**config.mk**
```make
export PLATFORM = sky130hd
export DESIGN_NAME = xt_keyboard_receiver
export DESIGN_NICKNAME = d
export VERILOG_FILES = /design/src/rtl/xtkr_pkg.sv /design/src/rtl/xtkr_cfg_regs.sv /design/src/rtl/xtkr_edge_core.sv /design/src/rtl/xt_keyboard_receiver.sv
export VERILOG_INCLUDE_DIRS = /design/src /design/src/rtl
export SDC_FILE = /design/constraint.sdc
export NUM_CORES = 1
export LEC_CHECK = 0
export BUFFER_PORTS_ARGS = -buffer_cell sky130_fd_sc_hd__buf_2
export CAP_MARGIN = 20
export CORE_MARGIN = 2
export CORE_UTILIZATION = 57
export CTS_CLUSTER_SIZE = 25
export DETAILED_ROUTE_END_ITERATION = 6
export PLACE_DENSITY = 0.85
export SLEW_MARGIN = 20
export SYNTH_ARGS = -nofsm -noshare
export SYNTH_HDL_FRONTEND = slang
export SYNTH_SLANG_ARGS = --single-unit
```
**constraint.sdc**
```tcl
create_clock -name clk -period 17.5 [get_ports clk]
set_input_delay 1.75 -clock clk [delete_from_list [all_inputs] [get_ports clk]]
set_output_delay 1.75 -clock clk [all_outputs]
set_load 0.03 [all_outputs]
```
**src/rtl/xt_keyboard_receiver_macros.svh**
```systemverilog
// Assertion macros shared by the XT keyboard receiver RTL.
// No dependencies; included by the files that carry assertions.
`ifndef XT_KEYBOARD_RECEIVER_MACROS_SVH
`define XT_KEYBOARD_RECEIVER_MACROS_SVH

`ifndef SYNTHESIS
`define XTKR_ASSERT_NOW(label, ante, cons, msg) \
    label: assert property (@(posedge clk) disable iff (!rst_n) (ante) |-> (cons)) \
        else $error(msg);
`define XTKR_ASSERT_NEXT(label, ante, cons, msg) \
    label: assert property (@(posedge clk) disable iff (!rst_n) (ante) |=> (cons)) \
        else $error(msg);
`else
`define XTKR_ASSERT_NOW(label, ante, cons, msg)
`define XTKR_ASSERT_NEXT(label, ante, cons, msg)
`endif

`endif

```
**src/rtl/xtkr_pkg.sv**
```systemverilog
// Types and constants for the XT keyboard receiver.
// No dependencies; used by every module of the block.
package xtkr_pkg;

    localparam int unsigned DATA_BITS  = 8;
    localparam int unsigned CNT_W      = 4;
    localparam int unsigned GAP_W      = 16;
    localparam int unsigned TIME_W     = 32;
    localparam int unsigned PADDR_W    = 4;
    localparam int unsigned PDATA_W    = 32;

    localparam logic [1:0] REG_MIN_EDGE_GAP = 2'd0;
    localparam logic [1:0] REG_MAX_EDGE_GAP = 2'd1;
    localparam logic [1:0] REG_MIN_IDLE_GAP = 2'd2;

    localparam logic [GAP_W-1:0] MIN_EDGE_GAP_RESET = 16'd13;
    localparam logic [GAP_W-1:0] MAX_EDGE_GAP_RESET = 16'd120;
    localparam logic [GAP_W-1:0] MIN_IDLE_GAP_RESET = 16'd200;

    localparam logic [1:0] VERDICT_ACCEPTED  = 2'd0;
    localparam logic [1:0] VERDICT_TOO_CLOSE = 2'd1;
    localparam logic [1:0] VERDICT_TOO_SOON  = 2'd2;

    localparam logic [CNT_W-1:0] CNT_START = 4'd0;
    localparam logic [CNT_W-1:0] CNT_LAST  = 4'd8;

    typedef struct packed {
        logic [TIME_W-1:0] edge_time_us;
        logic              data_level;
    } in_item_t;

    typedef struct packed {
        logic [1:0]       edge_verdict;
        logic             resynced;
        logic             byte_done;
        logic [7:0]       byte_value;
        logic [CNT_W-1:0] bit_position;
    } out_item_t;

    typedef struct packed {
        logic [GAP_W-1:0] min_edge_gap_us;
        logic [GAP_W-1:0] max_edge_gap_us;
        logic [GAP_W-1:0] min_idle_gap_us;
    } cfg_t;

endpackage

```
**src/rtl/xtkr_cfg_regs.sv**
```systemverilog
// APB register file holding the three timing limits of the receiver.
// Depends on xtkr_pkg.
module xtkr_cfg_regs
(
    input  logic                           clk,
    input  logic                           rst_n,
    input  logic                           psel,
    input  logic                           penable,
    input  logic                           pwrite,
    input  logic [xtkr_pkg::PADDR_W-1:0]   paddr,
    input  logic [xtkr_pkg::PDATA_W-1:0]   pwdata,
    output logic [xtkr_pkg::PDATA_W-1:0]   prdata,
    output logic                           pready,
    output xtkr_pkg::cfg_t                 cfg
);

    xtkr_pkg::cfg_t cfg_reg;
    logic           wr_en;
    logic [1:0]     reg_index;

    assign pready    = 1'b1;
    assign wr_en     = psel & penable & pwrite;
    assign reg_index = paddr[3:2];
    assign cfg       = cfg_reg;

    always_ff @(posedge clk or negedge rst_n)
    begin
        if (!rst_n)
        begin
            cfg_reg.min_edge_gap_us <= xtkr_pkg::MIN_EDGE_GAP_RESET;
            cfg_reg.max_edge_gap_us <= xtkr_pkg::MAX_EDGE_GAP_RESET;
            cfg_reg.min_idle_gap_us <= xtkr_pkg::MIN_IDLE_GAP_RESET;
        end
        else if (wr_en)
        begin
            unique case (reg_index)
                xtkr_pkg::REG_MIN_EDGE_GAP:
                    cfg_reg.min_edge_gap_us <= pwdata[xtkr_pkg::GAP_W-1:0];
                xtkr_pkg::REG_MAX_EDGE_GAP:
                    cfg_reg.max_edge_gap_us <= pwdata[xtkr_pkg::GAP_W-1:0];
                xtkr_pkg::REG_MIN_IDLE_GAP:
                    cfg_reg.min_idle_gap_us <= pwdata[xtkr_pkg::GAP_W-1:0];
                default:
                begin
                end
            endcase
        end
    end

    always_comb
    begin
        unique case (reg_index)
            xtkr_pkg::REG_MIN_EDGE_GAP:
                prdata = {16'd0, cfg_reg.min_edge_gap_us};
            xtkr_pkg::REG_MAX_EDGE_GAP:
                prdata = {16'd0, cfg_reg.max_edge_gap_us};
            xtkr_pkg::REG_MIN_IDLE_GAP:
                prdata = {16'd0, cfg_reg.min_idle_gap_us};
            default:
                prdata = '0;
        endcase
    end

endmodule

```
**src/rtl/xtkr_edge_core.sv**
```systemverilog
// Receiver state and the per-edge decision logic: gap filtering and bit assembly.
// Depends on xtkr_pkg and xt_keyboard_receiver_macros.svh.
`include "xt_keyboard_receiver_macros.svh"

module xtkr_edge_core
(
    input  logic                clk,
    input  logic                rst_n,
    input  logic                fire,
    input  xtkr_pkg::in_item_t  item,
    input  xtkr_pkg::cfg_t      cfg,
    output xtkr_pkg::out_item_t result
);

    logic [xtkr_pkg::TIME_W-1:0] last_time_reg;
    logic [xtkr_pkg::TIME_W-1:0] last_time_next;
    logic                        time_valid_reg;
    logic                        time_valid_next;
    logic [xtkr_pkg::CNT_W-1:0]  cnt_reg;
    logic [xtkr_pkg::CNT_W-1:0]  cnt_next;
    logic [7:0]                  byte_reg;
    logic [7:0]                  byte_next;

    logic [xtkr_pkg::TIME_W-1:0] gap;
    logic                        too_close;
    logic                        long_gap;
    logic                        too_soon;
    logic                        accepted;
    logic [xtkr_pkg::CNT_W-1:0]  cnt_mid;
    logic [7:0]                  byte_mid;
    logic [7:0]                  byte_ins;

    assign gap       = item.edge_time_us - last_time_reg;
    assign too_close = time_valid_reg
                     && (gap < {16'd0, cfg.min_edge_gap_us});
    assign long_gap  = time_valid_reg
                     && (gap > {16'd0, cfg.max_edge_gap_us})
                     && (cnt_reg != xtkr_pkg::CNT_START);
    assign cnt_mid   = long_gap ? xtkr_pkg::CNT_START : cnt_reg;
    assign byte_mid  = long_gap ? 8'd0 : byte_reg;
    assign too_soon  = (cnt_mid == xtkr_pkg::CNT_START) && time_valid_reg
                     && (gap < {16'd0, cfg.min_idle_gap_us});
    assign accepted  = !too_close && !too_soon;

    always_comb
    begin
        byte_ins = byte_mid;
        for (int i = 0; i < xtkr_pkg::DATA_BITS; i++)
        begin
            if (cnt_mid == xtkr_pkg::CNT_W'(i + 1))
            begin
                byte_ins[i] = byte_mid[i] | item.data_level;
            end
        end
    end

    always_comb
    begin
        last_time_next      = last_time_reg;
        time_valid_next     = time_valid_reg;
        cnt_next            = cnt_reg;
        byte_next           = byte_reg;
        result.edge_verdict = xtkr_pkg::VERDICT_ACCEPTED;
        result.resynced     = 1'b0;
        result.byte_done    = 1'b0;
        result.byte_value   = 8'd0;

        if (too_close)
        begin
            result.edge_verdict = xtkr_pkg::VERDICT_TOO_CLOSE;
        end
        else
        begin
            result.resynced = long_gap;
            cnt_next        = cnt_mid;
            byte_next       = byte_mid;
            if (too_soon)
            begin
                result.edge_verdict = xtkr_pkg::VERDICT_TOO_SOON;
            end
            else
            begin
                last_time_next  = item.edge_time_us;
                time_valid_next = 1'b1;
                if (cnt_mid == xtkr_pkg::CNT_START)
                begin
                    byte_next = 8'd0;
                    cnt_next  = 4'd1;
                end
                else if (cnt_mid < xtkr_pkg::CNT_LAST)
                begin
                    byte_next = byte_ins;
                    cnt_next  = cnt_mid + 4'd1;
                end
                else if (cnt_mid == xtkr_pkg::CNT_LAST)
                begin
                    result.byte_done  = 1'b1;
                    result.byte_value = byte_ins;
                    byte_next         = 8'd0;
                    cnt_next          = xtkr_pkg::CNT_START;
                end
                else
                begin
                    byte_next = 8'd0;
                    cnt_next  = xtkr_pkg::CNT_START;
                end
            end
        end
        result.bit_position = cnt_next;
    end

    always_ff @(posedge clk or negedge rst_n)
    begin
        if (!rst_n)
        begin
            last_time_reg  <= '0;
            time_valid_reg <= 1'b0;
            cnt_reg        <= xtkr_pkg::CNT_START;
            byte_reg       <= 8'd0;
        end
        else if (fire)
        begin
            last_time_reg  <= last_time_next;
            time_valid_reg <= time_valid_next;
            cnt_reg        <= cnt_next;
            byte_reg       <= byte_next;
        end
    end

    `XTKR_ASSERT_NOW(a_cnt_range, 1'b1, cnt_reg <= xtkr_pkg::CNT_LAST, "bit counter out of range")
    `XTKR_ASSERT_NEXT(a_time_held, !(fire && accepted), $stable(last_time_reg), "time moved on an ignored edge")
    `XTKR_ASSERT_NEXT(a_valid_kept, time_valid_reg, time_valid_reg, "last time valid flag dropped")
    `XTKR_ASSERT_NOW(a_done_restart, fire && result.byte_done, result.bit_position == xtkr_pkg::CNT_START && byte_next == 8'd0, "completed byte did not restart assembly")

endmodule

```
**src/rtl/xt_keyboard_receiver.sv**
```systemverilog
// An accepted edge item is registered in in_item_reg; its result is computed from there and registered
// in out_item_reg, where it stays valid until result_ready takes it.
// Throughput: one edge item per cycle while the output register is empty or result_ready is high.
// Reset (rst_n, asynchronous, active low) clears the receiver state and the valid flags of both
// pipeline registers and loads the limits 13, 120 and 200 us; items are accepted straight away.
// Top level of the XT keyboard receiver; depends on xtkr_pkg, xtkr_cfg_regs and xtkr_edge_core.
module xt_keyboard_receiver
(
    input  logic                          clk,
    input  logic                          rst_n,
    input  logic                          edge_valid,
    output logic                          edge_ready,
    input  xtkr_pkg::in_item_t            edge_item,
    output logic                          result_valid,
    input  logic                          result_ready,
    output xtkr_pkg::out_item_t           result_item,
    input  logic                          psel,
    input  logic                          penable,
    input  logic                          pwrite,
    input  logic [xtkr_pkg::PADDR_W-1:0]  paddr,
    input  logic [xtkr_pkg::PDATA_W-1:0]  pwdata,
    output logic [xtkr_pkg::PDATA_W-1:0]  prdata,
    output logic                          pready
);

    xtkr_pkg::cfg_t      cfg;
    xtkr_pkg::in_item_t  in_item_reg;
    logic                in_valid_reg;
    xtkr_pkg::out_item_t out_item_reg;
    logic                out_valid_reg;
    xtkr_pkg::out_item_t core_result;
    logic                advance;
    logic                fire;

    assign advance      = !out_valid_reg || result_ready;
    assign fire         = in_valid_reg && advance;
    assign edge_ready   = !in_valid_reg || advance;
    assign result_valid = out_valid_reg;
    assign result_item  = out_item_reg;

    xtkr_cfg_regs u_cfg_regs
    (
        .clk     (clk),
        .rst_n   (rst_n),
        .psel    (psel),
        .penable (penable),
        .pwrite  (pwrite),
        .paddr   (paddr),
        .pwdata  (pwdata),
        .prdata  (prdata),
        .pready  (pready),
        .cfg     (cfg)
    );

    xtkr_edge_core u_edge_core
    (
        .clk    (clk),
        .rst_n  (rst_n),
        .fire   (fire),
        .item   (in_item_reg),
        .cfg    (cfg),
        .result (core_result)
    );

    always_ff @(posedge clk or negedge rst_n)
    begin
        if (!rst_n)
        begin
            in_valid_reg  <= 1'b0;
            out_valid_reg <= 1'b0;
        end
        else
        begin
            if (edge_ready)
            begin
                in_valid_reg <= edge_valid;
            end
            if (advance)
            begin
                out_valid_reg <= in_valid_reg;
            end
        end
    end

    always_ff @(posedge clk)
    begin
        if (edge_ready && edge_valid)
        begin
            in_item_reg <= edge_item;
        end
        if (fire)
        begin
            out_item_reg <= core_result;
        end
    end

endmodule

```
==> results of run 1 <==
-- layer usage --
metal	GRT usage, %	vias up	share of wire, %
met5	0	-	0
met3	4.78	33	4.2
met2	39.7	198	48
met4	8.27	0	2.1
li1	-	3457	-
met1	31.7	3438	46
-- final cells by class --
class | instances | area [µm²]
diodes | 1 | 2.50
clock buffers | 21 | 460
clock inverters | 11 | 139
fillers | 1246 | 5480
inverters | 96 | 360
multi-input cells | 659 | 4750
flip-flops and latches | 144 | 3860
well taps | 216 | 270
repair buffers | 97 | 503
-- power groups by stage --
stage	Clock (W)	Sequential [W]	Combinational, W
2_1_floorplan	0	0.000432	0.000355
3_3_place_gp	0	0.000431	0.000449
3_5_place_dp	0	0.000435	0.000464
4_1_cts	0.000371	0.000429	0.000472
5_1_grt	0.000388	0.000435	0.000533
6_report	0.000367	0.000429	0.000477
-- synth_stat cells, types with 10 or more instances --
cell	instances
a21o_1	11
a21oi_1	42
buf_4	20
clkbuf_1	15
dfrtp_1	85
dfstp_2	10
edfxtp_1	49
ha_1	81
inv_1	96
mux2_1	29
mux2_2	23
mux2i_1	19
nand2_1	93
nand3_1	11
nand4_1	17
nor2_1	53
nor3_1	13
o211ai_1	13
o21a_1	12
o21ai_0	78
xnor2_1	14
-- placed cells by master (no fill, tap or decap), types with 4 or more instances in the layout --
master,n
clkbuf_16,17
nor3_1,12
a21oi_1,42
mux2_2,23
xor2_1,5
a21oi_2,7
nor4_1,5
o21ai_1,5
dfrtp_1,85
mux2i_1,19
ha_1,81
mux2_1,29
or3_1,6
o22ai_1,4
nor2b_1,5
buf_4,7
edfxtp_1,49
nor2_1,53
xnor2_1,14
and2_1,4
a2111oi_0,4
conb_1,17
nand2b_1,9
a211oi_1,7
dfstp_2,10
o21a_1,12
buf_2,90
a21o_1,11
nand3_1,11
nand4_1,17
o21ai_0,78
or2_2,4
nand2_1,93
o211ai_1,13
inv_1,96
-- through the flow --
step	hold WS [ns]	power, W	area [µm²]	util (%)	setup WS (ns)
6_report	0.483	0.00127	10300	65.4	10.61
3_3_place_gp	0.467	0.000881	9750	61.6	10.87
3_5_place_dp	0.475	0.000899	9750	61.6	10.76
2_1_floorplan	0.455	0.000787	9270	-	11.79
5_1_grt	0.498	0.00136	10300	65.4	10.13
4_1_cts	0.487	0.00127	10300	65.4	10.68
-- cell families (layout without fill, tap and decap cells) --
group / after synthesis / in the layout / synth area share [%]
AOI/OAI and AO/OA: 229 / 229 / 16.5
xor gates and xnor gates: 19 / 19 / 1.81
adders and majority gates: 82 / 82 / 11.2
buffers and inverters: 146 / 225 / 7.32
DFF: 144 / 144 / 41.9
muxes: 71 / 71 / 8.42
other: 2 / 18 / 0.0815
and+or+nand+nor: 241 / 241 / 12.8
-- path summary, 6_finish.rpt --
kind / start / endpoint / slack, ns / depth (start not counted)
min: u_edge_core.last_time_reg[2]$_DFFE_PN0P_ / u_edge_core.last_time_reg[2]$_DFFE_PN0P_ / 0.48 / 1
min reg2reg: u_edge_core.last_time_reg[2]$_DFFE_PN0P_ / u_edge_core.last_time_reg[2]$_DFFE_PN0P_ / 0.48 / 1
min in group asynchronous: rst_n / u_edge_core.last_time_reg[3]$_DFFE_PN0P_ / 1.23 / 1
max: u_edge_core.last_time_reg[1]$_DFFE_PN0P_ / u_edge_core.last_time_reg[8]$_DFFE_PN0P_ / 10.61 / 25
max reg2reg: u_edge_core.last_time_reg[1]$_DFFE_PN0P_ / u_edge_core.last_time_reg[8]$_DFFE_PN0P_ / 10.61 / 25
max in group asynchronous: rst_n / u_edge_core.last_time_reg[22]$_DFFE_PN0P_ / 15.08 / 2
==> flow_metrics.tcl, run 1 <==
set metrics [dict create \
    outcome "finished, final reports clean" \
    cts.sinks 144 \
    worst_slew_pin_slew_ns 0.860 \
    grt_start_max_net_pins 70 \
    cp.arrival_ns 7.20 \
    cpPeakStageDelay_ns 0.71 \
    internal_power_w 0.000820 \
    switching_share_pct 35.6 \
    timing.setup.tns_ns 0 \
    synth_flop_cell "dfrtp_1" \
    fmax_mhz 145 \
    synthTopCellsByArea "dfrtp_1, edfxtp_1, ha_1, o21ai_0, inv_1" \
    cp_top_family "compound AO/OA/AOI/OAI gates" \
    fin_crit_ns 6.89 \
    crit_path_max_fanout 33 \
    htreeDepth 4 \
    place_inst 1212 \
    finClkSkew_ns 0.00844 \
    dieArea_um2 17200 \
    grt_util_all_layers_pct 24.0 \
    clockRootBuffer "clkbuf_16" \
    post-route-drc-count 0 \
    detail_route.wl_per_cell_um 16.1 \
    die-width_um 131 \
    path_class "reg -> reg" \
    ys_warn_count 0 \
    drive_above_1_share_pct 19.0 \
    slowest_stage "o41ai_4" \
    synth_cells 934 \
    cts_max_path_buffers 2 \
    grt_overflow 0 \
    clk_latency_ns 0.43 \
    first_pass_iters 4 \
    critPathLaunchType "register" \
    num_io_pins 127 \
    combPwrFrac_pct 37.5 \
    power_switching_w 0.000454 \
    maxSlewHeadroom_pct 41.2 \
    setup_violations 0 \
    final_net_count 1173 \
    largest_register_ffs 48 \
    powerDensity_nw_per_um2 123 \
    grt_pass1_wl_mm 33.7 \
    antenna_found_initial 1 \
    yosysSeqAreaShare_pct 41.9 \
    ant_nets 0 \
    synth.largest_area_cell "dfrtp_1" \
    fp.coreArea_um2 15800 \
    critPathBufInv 4 \
    leakage_nw 4.74 \
    fin_crit_sh_pct 39.4 \
    grt_pass1_vias 7008 \
    crit_required_ns 17.81 \
    synth_top_cell_area_share_pct 23.1 \
    syn_area_per_cell_um2 9.87 \
    grt_setup_unrepaired "false" \
    cts_tree "built" \
    portBuffers 91 \
    peakVddDrop_v 0.0000796 \
    via_per_inst 5.72 \
    min_path_type "reg -> reg" \
    routed_wl_mm 20.1 \
    async_reset_ff_share_pct 66.0 \
    start_util_pct 58.2 \
    place_congestion 0.940 \
    synth-seq-cells 144 \
    via_count 7126 \
    postCtsHoldBufs 0 \
    drt_iter0_drc 561 \
    pwr-share-clk_pct 28.8 \
    ys_types 88 \
    final-hold-violation-count 0 \
    drv_slew 0 \
    synth-edff-count 49 \
    syn-cell-area_um2 9220 \
    fin_cells 1245 \
    core.rowCount 46 \
    dp_hpwl_mm 14.7 \
    cap_violations 0 \
    die_h_um 131 \
    clk_pin_slew_ns 0.05 \
    cts_resized 0 \
    cts_buffers 17 \
    cts_setup_buffers 0 \
    seqPwrFrac_pct 33.7 \
    end_kind "register" \
    area_delta_synth_final_pct 12.3 \
]
Power figures use the tool's default switching activity.
==> inputs of run 2 (changes only) <==
clock period = 7.1 ns   (was 17.5 ns; I/O delays follow)
==> run 2 against run 1 <==
Critical endpoint is now u_edge_core.last_time_reg[28]$_DFFE_PN0P_. Via count fell by 0.39%. Sequential power rose by 150%. Non-clock buffer count rose by 2. Fmax rose by 7.7%. Combinational power rose by 150%. Clock skew fell by 0.0016 ns. Clock power rose by 140%. Cell count rose by 0.16%.
==> flow_metrics.tcl, run 2 (synthesis gave the netlist of run 1 again) <==
set metrics [dict create \
    portBuffers 91 \
    cts_tree "built" \
    pwr-share-clk_pct 27.9 \
    r2r-start "in_item_reg[1]$_DFFE_PP_" \
    routed_wl_mm 20.1 \
    num_io_pins 127 \
    highest_layer "met4" \
    cts_setup_buffers 0 \
    place_inst 1214 \
    min_path_type "in -> async" \
    maxSlewHeadroom_pct 32.7 \
    drive_above_1_share_pct 19.3 \
    cpPeakStageDelay_ns 0.54 \
    crit_path_max_fanout 33 \
    postCtsHoldBufs 0 \
    cts_resized 0 \
    dr_wl_met3_um 864 \
    peakVddDrop_v 0.000195 \
    dieArea_um2 17200 \
    cts.sinks 144 \
    start_util_pct 58.2 \
    grt_util_all_layers_pct 24.5 \
    fin_hold_ws_ns 0.185 \
    die_h_um 131 \
    drt_iter0_drc 589 \
    clk_pin_slew_ns 0.06 \
    grt_pass1_vias 7121 \
    path_class "reg -> reg" \
    worst_slew_pin_slew_ns 0.984 \
    antenna_found_initial 1 \
    final_net_count 1175 \
    drv_slew 0 \
    powerDensity_nw_per_um2 301 \
    r2r_slack_ns 0.70 \
    cap_violations 0 \
    rr_endpoint "u_edge_core.last_time_reg[28]$_DFFE_PN0P_" \
    power_switching_w 0.00115 \
    crit_required_ns 7.40 \
    detail_route.wl_per_cell_um 16.1 \
    fp.coreArea_um2 15800 \
    area_delta_synth_final_pct 12.3 \
    first_pass_iters 5 \
    grt_overflow 0 \
    fmax_mhz 156 \
    core.rowCount 46 \
    seqPwrFrac_pct 33.9 \
    htreeDepth 4 \
    outcome "finished, final reports clean" \
    rr_worst_depth 27 \
    die-width_um 131 \
    cts_max_path_buffers 2 \
    largest_register_ffs 48 \
    wl_met2_mm 9.56 \
    switching_share_pct 36.8 \
    grt_pass1_wl_mm 34.4 \
    final_common_cell "inv_1" \
    timing.setup.tns_ns 0 \
    finClkSkew_ns 0.00684 \
    fin_crit_sh_pct 90.2 \
    post-route-drc-count 0 \
    finalWorstSetupSlack_ns 0.698 \
    end_kind "register" \
    via_count 7098 \
    wl_met1_mm 9.16 \
    final_cell_mix "inv_1, nand2_1, buf_2" \
    grt_setup_unrepaired "false" \
    final-hold-violation-count 0 \
    via_per_inst 5.69 \
    place_congestion 0.936 \
    critPathLaunchType "register" \
    combPwrFrac_pct 38.2 \
    final_core_util_pct 65.4 \
    ant_nets 0 \
    clockRootBuffer "clkbuf_16" \
    pre_cts_ws_ns 0.845 \
    slowest_stage "o31ai_1" \
    internal_power_w 0.00197 \
    cts_buffers 17 \
    clk_latency_ns 0.43 \
    fin_cells 1247 \
    dp_hpwl_mm 14.7 \
    grt_start_max_net_pins 70 \
    setup_violations 0 \
    cp.arrival_ns 6.70 \
    fin_crit_ns 6.40 \
    leakage_nw 4.73 \
]
[run 2: area by class of cell]
cell class              instances  area, µm²
diodes                          1       2.50
inverters                      96        360
repair buffers                 99        531
fillers                      1259       5480
multi-input cells             659       4750
well taps                     216        270
flip-flops and latches        144       3860
clock inverters                14        141
clock buffers                  18        429
[run 2: stage by stage]
| stage | instance area, µm² | power [W] |
|---|---|---|
| 2_1_floorplan | 9270 | 0.00194 |
| 4_1_cts | 10300 | 0.00312 |
| 3_3_place_gp | 9780 | 0.00217 |
| 3_5_place_dp | 9780 | 0.00222 |
| 5_1_grt | 10300 | 0.00333 |
| 6_report | 10300 | 0.00312 |
[run 2: critical path, delay by kind of cell (launching register included)]
family	cells	cell delay, ns
AOI/OAI and AO/OA	7	1.98
and+or+nand+nor	10	1.51
adders and majority gates	4	1.22
buffers and inverters	4	0.52
muxes	1	0.37
DFF	1	0.33
xor gates and xnor gates	1	0.33
[run 2: power groups by stage]
stage / Clock (W) / Sequential [W] / Combinational (W)
3_3_place_gp: 0 / 0.00106 / 0.00111
2_1_floorplan: 0 / 0.00106 / 0.000874
6_report: 0.000870 / 0.00106 / 0.00119
5_1_grt: 0.000917 / 0.00107 / 0.00134
3_5_place_dp: 0 / 0.00107 / 0.00115
4_1_cts: 0.000885 / 0.00106 / 0.00118
[run 2: worst max-delay path by stage]
stage,startpoint,end,slack [ns],cells past startpoint
6_report,in_item_reg[1]$_DFFE_PP_,u_edge_core.last_time_reg[28]$_DFFE_PN0P_,0.70,27
5_1_grt,in_item_reg[1]$_DFFE_PP_,u_edge_core.last_time_reg[28]$_DFFE_PN0P_,0.11,27
4_1_cts,in_item_reg[1]$_DFFE_PP_,u_edge_core.last_time_reg[28]$_DFFE_PN0P_,0.76,27
3_5_place_dp,in_item_reg[2]$_DFFE_PP_,u_edge_core.last_time_reg[8]$_DFFE_PN0P_,0.84,24
3_3_place_gp,in_item_reg[2]$_DFFE_PP_,u_edge_core.last_time_reg[6]$_DFFE_PN0P_,0.92,24
2_1_floorplan,u_edge_core.last_time_reg[1]$_DFFE_PN0P_,u_edge_core.last_time_reg[0]$_DFFE_PN0P_,1.39,26
[run 2: layer usage]
metal  track usage, %  vias to the layer above
met5                0                        -
met2             40.1                      212
met1             32.1                     3367
met4             10.6                        0
li1                 -                     3467
met3             4.67                       52
==> inputs of run 3 (changes only) <==
clock period = 7.8 ns   (was 7.1 ns; I/O delays follow)
==> run 3 against run 2 <==
Cell count decreased by 0.16%. Die area unchanged. Core utilization about the same. Total power decreased by 8.7%. Sequential cell count unchanged. Setup slack improved by 0.28 ns. Highest routed layer unchanged. Critical endpoint is now u_edge_core.last_time_reg[7]$_DFFE_PN0P_. Clock skew increased by 0.0024 ns.
==> flow_metrics.tcl, run 3 (synthesis gave the netlist of run 1 again) <==
set metrics [dict create \
    outcome "finished, final reports clean" \
    final_net_count 1173 \
    critPathLaunchType "register" \
    dp_hpwl_mm 14.7 \
    via_count 6973 \
    dieArea_um2 17200 \
    detail_route.wl_per_cell_um 16.1 \
    via_per_inst 5.60 \
    crit_path_max_fanout 33 \
    num_io_pins 127 \
    cp.arrival_ns 7.13 \
    place_congestion 0.929 \
    clk_pin_slew_ns 0.06 \
    fmax_mhz 147 \
    pwr-share-clk_pct 28.8 \
    die_h_um 131 \
    end_kind "register" \
    wl_met2_mm 9.70 \
    final-hold-violation-count 0 \
    first_pass_iters 5 \
    routed_wl_mm 20.1 \
    place_inst 1212 \
    highest_layer "met4" \
    cts.sinks 144 \
    largest_register_ffs 48 \
    cts_buffers 17 \
    nFillCells 1270 \
    grt_setup_unrepaired "false" \
    crit_required_ns 8.10 \
    cap_violations 0 \
    postCtsHoldBufs 0 \
    grt_util_all_layers_pct 24.2 \
    maxSlewHeadroom_pct 38.8 \
    cts_setup_buffers 0 \
    area_delta_synth_final_pct 12.3 \
    drive_above_1_share_pct 19.0 \
    final_cell_mix "inv_1, nand2_1, buf_2" \
    drv_slew 0 \
    post-route-drc-count 0 \
    min_path_type "in -> async" \
    ant_nets 0 \
    seqPwrFrac_pct 33.9 \
    fin_cells 1245 \
    clk_latency_ns 0.42 \
    wl_met1_mm 9.34 \
    pre_cts_ws_ns 1.14 \
    worst_slew_pin_slew_ns 0.918 \
    setup_violations 0 \
    core.rowCount 46 \
    leakage_nw 4.74 \
    fin_crit_ns 6.82 \
    die-width_um 131 \
    htreeDepth 4 \
    cts_max_path_buffers 2 \
    peakVddDrop_v 0.000203 \
    dr_wl_met3_um 799 \
    internal_power_w 0.00183 \
    finClkSkew_ns 0.00927 \
    path_class "reg -> reg" \
    finalWorstSetupSlack_ns 0.975 \
    clockRootBuffer "clkbuf_16" \
    antenna_found_initial 1 \
    portBuffers 91 \
    grt_pass1_vias 6961 \
    fp.coreArea_um2 15800 \
    power_switching_w 0.00102 \
    final_common_cell "inv_1" \
    grt_start_max_net_pins 71 \
    drt_iter0_drc 522 \
    combPwrFrac_pct 37.3 \
    start_util_pct 58.2 \
    timing.setup.tns_ns 0 \
    cts_resized 0 \
    cts_tree "built" \
    grt_overflow 0 \
    grt_pass1_wl_mm 33.9 \
    fin_crit_sh_pct 87.5 \
    switching_share_pct 35.8 \
    powerDensity_nw_per_um2 275 \
]
-- run 3: layout make-up --
| cell class | instances | area [µm²] | share of cell area (%) |
|---|---|---|---|
| clock buffer | 24 | 494 | 4.78 |
| multi-input combinational | 659 | 4750 | 45.9 |
| clock inverter | 8 | 103 | 0.992 |
| sequential | 144 | 3860 | 37.3 |
| inverter | 96 | 360 | 3.48 |
| tap | 216 | 270 | 2.61 |
| timing repair buffer | 97 | 503 | 4.86 |
| antenna | 1 | 2.50 | 0.0242 |
-- run 3: final timing paths --
kind | end | from | cells past startpoint | slack (ns)
worst max-delay path | u_edge_core.last_time_reg[7]$_DFFE_PN0P_ | in_item_reg[1]$_DFFE_PP_ | 27 | 0.98
worst min-delay path | u_edge_core.last_time_reg[7]$_DFFE_PN0P_ | rst_n | 1 | 0.26
worst max register to register | u_edge_core.last_time_reg[7]$_DFFE_PN0P_ | in_item_reg[1]$_DFFE_PP_ | 27 | 0.98
worst min register to register | u_edge_core.last_time_reg[11]$_DFFE_PN0P_ | u_edge_core.last_time_reg[11]$_DFFE_PN0P_ | 1 | 0.48
max in group asynchronous | u_edge_core.cnt_reg[2]$_DFFE_PN0P_ | rst_n | 2 | 6.33
min in group clk | u_edge_core.last_time_reg[11]$_DFFE_PN0P_ | u_edge_core.last_time_reg[11]$_DFFE_PN0P_ | 1 | 0.48
-- run 3: routing by layer --
metal | global-route usage [%] | vias to the layer above
li1 | - | 3449
met1 | 32.6 | 3327
met2 | 40.2 | 171
met3 | 4.44 | 26
met4 | 7.37 | 0
met5 | 0 | -
-- run 3: metrics by stage --
stage          utilization, %  power (W)  instance area, µm²  hold slack (ns)
2_1_floorplan               -    0.00177                9270            0.455
3_3_place_gp             61.6    0.00198                9750            0.467
3_5_place_dp             61.6    0.00202                9750            0.475
4_1_cts                  65.4    0.00285               10300            0.260
5_1_grt                  65.4    0.00303               10300            0.272
6_report                 65.4    0.00285               10300            0.259
-- run 3: worst max-delay path, cell delays in order (launching register included) --
cell and delay (ns):
edfxtp_1 0.34, inv_1 0.05, ha_1 0.25, fa_1 0.41, nand2b_1 0.18, a21oi_1 0.26
nor2_1 0.14, nor3_1 0.21, nor2_1 0.07, xnor2_1 0.34, ha_1 0.31, nand2_1 0.09
nor2_1 0.05, a211oi_1 0.19, nor3_1 0.08, o31ai_1 0.54, o211ai_1 0.24, o41ai_4 0.70
and2_1 0.30, inv_1 0.08, ha_1 0.27, inv_1 0.14, a2111oi_0 0.07, o31a_1 0.16
nand4_1 0.17, nor3b_4 0.21, buf_4 0.41, mux2_2 0.40
-- run 3: power groups by stage --
stage          clock network [W]  logic, W  registers, W
5_1_grt                 0.000861   0.00119      0.000978
2_1_floorplan                  0  0.000796      0.000969
4_1_cts                 0.000833   0.00105      0.000963
6_report                0.000821   0.00106      0.000964
3_3_place_gp                   0   0.00101      0.000968
3_5_place_dp                   0   0.00104      0.000976
